$ cat config.mk
export PLATFORM = sky130hd
export DESIGN_NAME = ptw_ctrl
export DESIGN_NICKNAME = d
export VERILOG_FILES = /design/src/ptw_pkg.sv /design/src/ptw_ctrl.sv
export SDC_FILE = /design/constraint.sdc
export NUM_CORES = 1
export LEC_CHECK = 0
export BUFFER_PORTS_ARGS = -buffer_cell sky130_fd_sc_hd__buf_4
export CORE_AREA = 4 4 41 43
export DETAILED_ROUTE_END_ITERATION = 16
export DIE_AREA = 0 0 45 47
export GPL_TIMING_DRIVEN = 0
export PLACE_DENSITY = 0.59
export REMOVE_ABC_BUFFERS = 1
export SLEW_MARGIN = 40
export SYNTH_ARGS = -nofsm -noshare
export SYNTH_HDL_FRONTEND = slang
export SYNTH_SLANG_ARGS = --single-unit
$ cat constraint.sdc
create_clock -name clock -period 3.5 [get_ports clock]
set_input_delay 0.175 -clock clock [delete_from_list [all_inputs] [get_ports clock]]
set_output_delay 0.175 -clock clock [all_outputs]
set_load 0.02 [all_outputs]
$ cat src/ptw_pkg.sv
// Shared types and constants for the four-level page table walker.
// Used by ptw_ctrl, ptw_datapath and the top level; no dependencies.
package ptw_pkg;

   localparam int TABLE_WORDS_DEF = 4096;

   localparam int OP_W    = 2;
   localparam int WIDX_W  = 12;
   localparam int ENTRY_W = 64;
   localparam int VA_W    = 48;
   localparam int PA_W    = 52;
   localparam int LEAF_W  = 2;
   localparam int LEVEL_W = 2;
   localparam int IDX_W   = 9;

   localparam int REQ_DATA_W = 128;
   localparam int RSP_DATA_W = 64;

   // entry bit positions
   localparam int BIT_PRESENT = 0;
   localparam int BIT_USER    = 2;
   localparam int BIT_PS      = 7;

   localparam logic [LEVEL_W-1:0] LVL_PML4 = 2'd0;
   localparam logic [LEVEL_W-1:0] LVL_PDPT = 2'd1;
   localparam logic [LEVEL_W-1:0] LVL_PD   = 2'd2;
   localparam logic [LEVEL_W-1:0] LVL_PT   = 2'd3;

   localparam logic [LEAF_W-1:0] LEAF_4K = 2'd0;
   localparam logic [LEAF_W-1:0] LEAF_2M = 2'd1;
   localparam logic [LEAF_W-1:0] LEAF_1G = 2'd2;

   localparam logic CSR_KERNEL_ROOT = 1'b0;
   localparam logic CSR_USER_ROOT   = 1'b1;

   typedef enum logic [OP_W-1:0] {
      OP_WRITE  = 2'd0,
      OP_KERNEL = 2'd1,
      OP_USER   = 2'd2,
      OP_NONE   = 2'd3
   } op_type;

   typedef struct packed {
      logic                capture;
      logic                clear_en;
      logic                wr_en;
      logic                rd_en;
      logic                rd_root;
      logic [LEVEL_W-1:0]  rd_level;
      logic [LEVEL_W-1:0]  chk_level;
      logic                load_result;
      logic                result_zero;
   } ptw_cmd_type;

   typedef struct packed {
      op_type  op;
      logic    entry_ok;
      logic    entry_leaf;
      logic    clear_last;
   } ptw_sts_type;

endpackage

$ cat src/ptw_ctrl.sv
// Controller of the page table walker: clearing sweep, request handshake,
// level sequencing of the walk and the response valid flag.
// Depends on ptw_pkg; drives ptw_datapath through ptw_cmd_type.
module ptw_ctrl
   import ptw_pkg::*;
(
   input  logic         clock,
   input  logic         reset,
   input  logic         req_tvalid,
   output logic         req_tready,
   output logic         rsp_tvalid,
   input  logic         rsp_tready,
   input  ptw_sts_type  sts,
   output ptw_cmd_type  cmd
);

   typedef enum logic [1:0] {
      ST_CLEAR,
      ST_IDLE,
      ST_START,
      ST_CHECK
   } state_type;

   state_type           state_ff;
   state_type           state_in;
   logic [LEVEL_W-1:0]  level_ff;
   logic [LEVEL_W-1:0]  level_in;
   logic                rsp_valid_ff;
   logic                out_free;
   logic                walk_op;
   logic                final_level;

   assign out_free    = !rsp_valid_ff || rsp_tready;
   assign walk_op     = (sts.op == OP_KERNEL) || (sts.op == OP_USER);
   assign final_level = !sts.entry_ok || sts.entry_leaf || (level_ff == LVL_PT);

   always_comb begin
      cmd             = '0;
      cmd.chk_level   = level_ff;
      state_in        = state_ff;
      level_in        = level_ff;
      unique case (state_ff)
         ST_CLEAR: begin
            cmd.clear_en = 1'b1;
            if (sts.clear_last) state_in = ST_IDLE;
         end
         ST_IDLE: begin
            if (req_tvalid) begin
               cmd.capture = 1'b1;
               state_in    = ST_START;
            end
         end
         ST_START: begin
            if (walk_op) begin
               cmd.rd_en    = 1'b1;
               cmd.rd_root  = 1'b1;
               cmd.rd_level = LVL_PML4;
               level_in     = LVL_PML4;
               state_in     = ST_CHECK;
            end else if (out_free) begin
               cmd.wr_en       = (sts.op == OP_WRITE);
               cmd.load_result = 1'b1;
               cmd.result_zero = 1'b1;
               state_in        = ST_IDLE;
            end
         end
         ST_CHECK: begin
            if (final_level) begin
               if (out_free) begin
                  cmd.load_result = 1'b1;
                  state_in        = ST_IDLE;
               end
            end else begin
               cmd.rd_en    = 1'b1;
               cmd.rd_level = level_ff + 1'b1;
               level_in     = level_ff + 1'b1;
            end
         end
         default: state_in = ST_IDLE;
      endcase
   end

   always_ff @(posedge clock) begin
      if (reset) begin
         state_ff     <= ST_CLEAR;
         level_ff     <= LVL_PML4;
         rsp_valid_ff <= 1'b0;
      end else begin
         state_ff <= state_in;
         level_ff <= level_in;
         if (cmd.load_result)  rsp_valid_ff <= 1'b1;
         else if (rsp_tready)  rsp_valid_ff <= 1'b0;
      end
   end

   assign req_tready = (state_ff == ST_IDLE);
   assign rsp_tvalid = rsp_valid_ff;

endmodule

==> flow_summary.ini <==
[sta]
max_freq_mhz = 504
rsz0062_at_grt = no
tns_ps = 0
finalHoldViolations = 0
finalSetupViolCount = 0
finalCriticalPeriod_ps = 1980
tightest_slew_ps = 479
layout_setup_ws_ps = 1520
relSlewSlack_pct = 68.0
drv_slew = 0
finClkSkew_ps = 0.793
min_period_over_period_pct = 56.7

[worst_setup_path]
rr_worst_depth = 4
regToRegEndpoint = state_ff[1]$_SDFFE_PP0P_
worst_path_max_delay_cell = or3b_4
startpoint = level_ff[0]$_SDFFE_PP0P_
start_kind = register
rrSetupSlack_ps = 1950
critPathArrivalTime_ps = 1810
endpoint = cmd[1]
crit_chain = ha_1, or3b_4, mux2_4, and3_1, buf_4
end_kind = output port
cp.required_ps = 3320
critPathMaxStageDelay_ps = 400
path_max_fanout = 6
r2r_start = level_ff[0]$_SDFFE_PP0P_
crit_type = reg -> out

[cells_and_area]
drive_above_1_share_pct = 42.0
diodes = 0
final_cell_count_no_fill = 84
fin_nets = 81
fin_area_um2 = 549
area_delta_synth_final_pct = 53.5

[global_route]
grt_pass1_wl_um = 1460
grt_start_max_net_pins = 16
grt_overflow_total = 0
grt_usage_pct = 9.17
grt_most_used_layer = met2
grt_util_met1_pct = 12.8
antenna_found_initial = 0
grt_pass1_vias = 348
grt_use_met3_pct = 0.383
use_met2_pct = 13.3

[clock_network]
cts_sinks = 5
postCtsSetupBuffers = 0
clk_path_buf_depth = 2
cts_root_buf = clkbuf_4
cts-resized-gates = 0
clk_latency_ps = 240
ctsHoldBuffers = 0
cts_made_buffers = 3
cts_tree = done
clkTransAtPathRegs_ps = 50
h-tree-depth = 1

[synth]
synthArstFlopShare_pct = 0
synth_top_area_cell = dfxtp_1
synthCells = 46
synth_edf_count = 0
synth_flop_cell = dfxtp_1
synth_area_leaders = dfxtp_1 28%, ha_1 7.0%, inv_1 5.2%
yosys_warnings = 0
avgSynthCellArea_um2 = 7.78
netlist_area_um2 = 358
ys_types = 24
yosys-top-cells-count = 5 x dfxtp_1, 5 x inv_1, 4 x nand2_1, 3 x a21oi_1, 3 x nand3_1
netlist.area_leader.share_pct = 28.0
synth_seq_cells = 5
ys_seq_area_share_pct = 28.0

[floorplanning]
ios = 22
coreArea_um2 = 1300
die_y_um = 47
dieArea_um2 = 2120
initial_utilization_pct = 27.5
num_rows = 13
die_w_um = 45

[route]
drc = 0
num_vias = 395
vias_per_cell = 4.70
wire_per_inst_um = 10.6
firstDrtPassIters = 4
drtIter0Drc = 8
ant_nets = 0
drt-total-wl_um = 893

[status]
status = finished, final reports clean

[placed_design]
dpl_cell_area_um2 = 523
pre_cts_ws_ps = 1770
place_congestion = 0.705
dp_hpwl_um = 690
dp.cells = 80
place.port_buffers = 21

[power_and_ir_drop]
ir_drop_mv = 0.0945
p_leak_uw = 0.000281
power.density_nw_per_um2 = 336

[run]
cap_violations = 0

[worst_hold_path]
hp-class = in -> reg
## placed cells by master (no fill, tap or decap)
master | Yosys | final
a211oi_1 | 1 | 1
a21oi_1 | 3 | 3
a311oi_2 | 1 | 1
a31oi_1 | 2 | 2
and2_1 | 2 | 2
and3_1 | 2 | 2
buf_4 | 1 | 21
clkbuf_1 | 1 | 1
clkbuf_4 | 0 | 3
dfxtp_1 | 5 | 5
ha_1 | 2 | 2
inv_1 | 5 | 5
mux2_4 | 1 | 1
nand2_1 | 4 | 4
nand2b_1 | 1 | 1
nand3_1 | 3 | 3
nor2_1 | 2 | 2
nor2b_1 | 2 | 2
nor3_1 | 1 | 1
nor3b_1 | 1 | 1
o21ai_0 | 1 | 1
o2bb2ai_1 | 1 | 1
or2_2 | 2 | 2
or3_1 | 1 | 1
or3b_4 | 1 | 1
## per-stage QoR
stage / hold WS [ps] / total power [uW] / util [%]
6_report: 144 / 185 / 42.2
2_1_floorplan: 243 / 95.1 / -
5_1_grt: 151 / 195 / 42.2
3_3_place_gp: 390 / 118 / 40.2
4_1_cts: 137 / 188 / 42.2
3_5_place_dp: 394 / 118 / 40.2
## routing by layer
metal,part of all wire (%),vias up
met3,7.7,0
met4,0,0
li1,-,204
met5,0,-
met2,47,17
met1,45,174
## cells by family after synthesis
group | count (synthesis) | share of synthesized area, %
adders and majority gates | 2 | 6.99
AOI/OAI and AO/OA | 9 | 17.8
buffers and inverters | 7 | 8.39
DFF | 5 | 28.0
and+or+nand+nor | 22 | 34.6
muxes | 1 | 4.19
## worst min path at each step
stage          cells after the start   from                       end  slack [ps]
2_1_floorplan                      1  reset  state_ff[1]$_SDFFE_PP0P_         240
6_report                           2  reset  state_ff[1]$_SDFFE_PP0P_         140
5_1_grt                            2  reset  state_ff[1]$_SDFFE_PP0P_         150
3_5_place_dp                       2  reset  state_ff[1]$_SDFFE_PP0P_         390
3_3_place_gp                       2  reset  state_ff[1]$_SDFFE_PP0P_         390
4_1_cts                            2  reset  state_ff[1]$_SDFFE_PP0P_         140
## critical path: cells and delay by family, from the launching register on
kind                     cells  cell delay (ps)
adder cells (fa/ha/maj)      1              210
flip-flops                   1              350
AND/OR/NAND/NOR              2              570
multiplexers                 1              290
buffers and inverters        1              150
## power by group
group	switching [uW]	internal, uW	total [uW]
Combinational	23.2	25.6	48.8
Sequential	7.88	60.0	67.9
Clock	24.8	43.2	68.0
Total	55.9	129	185
## cell type report
class                      count  area, um^2
multi-input combinational     34         228
inverter                       5        18.8
timing repair buffer          21         158
clock buffer                   4        26.3
fill                         143         752
tap                           15        18.8
sequential                     5         100
## flip-flops by register name, indices dropped and copies added, names as in the netlist
name / cells
state_ff: 2
level_ff: 2
rsp_tvalid: 1
Note: power is estimated with default switching activity, not from simulation.
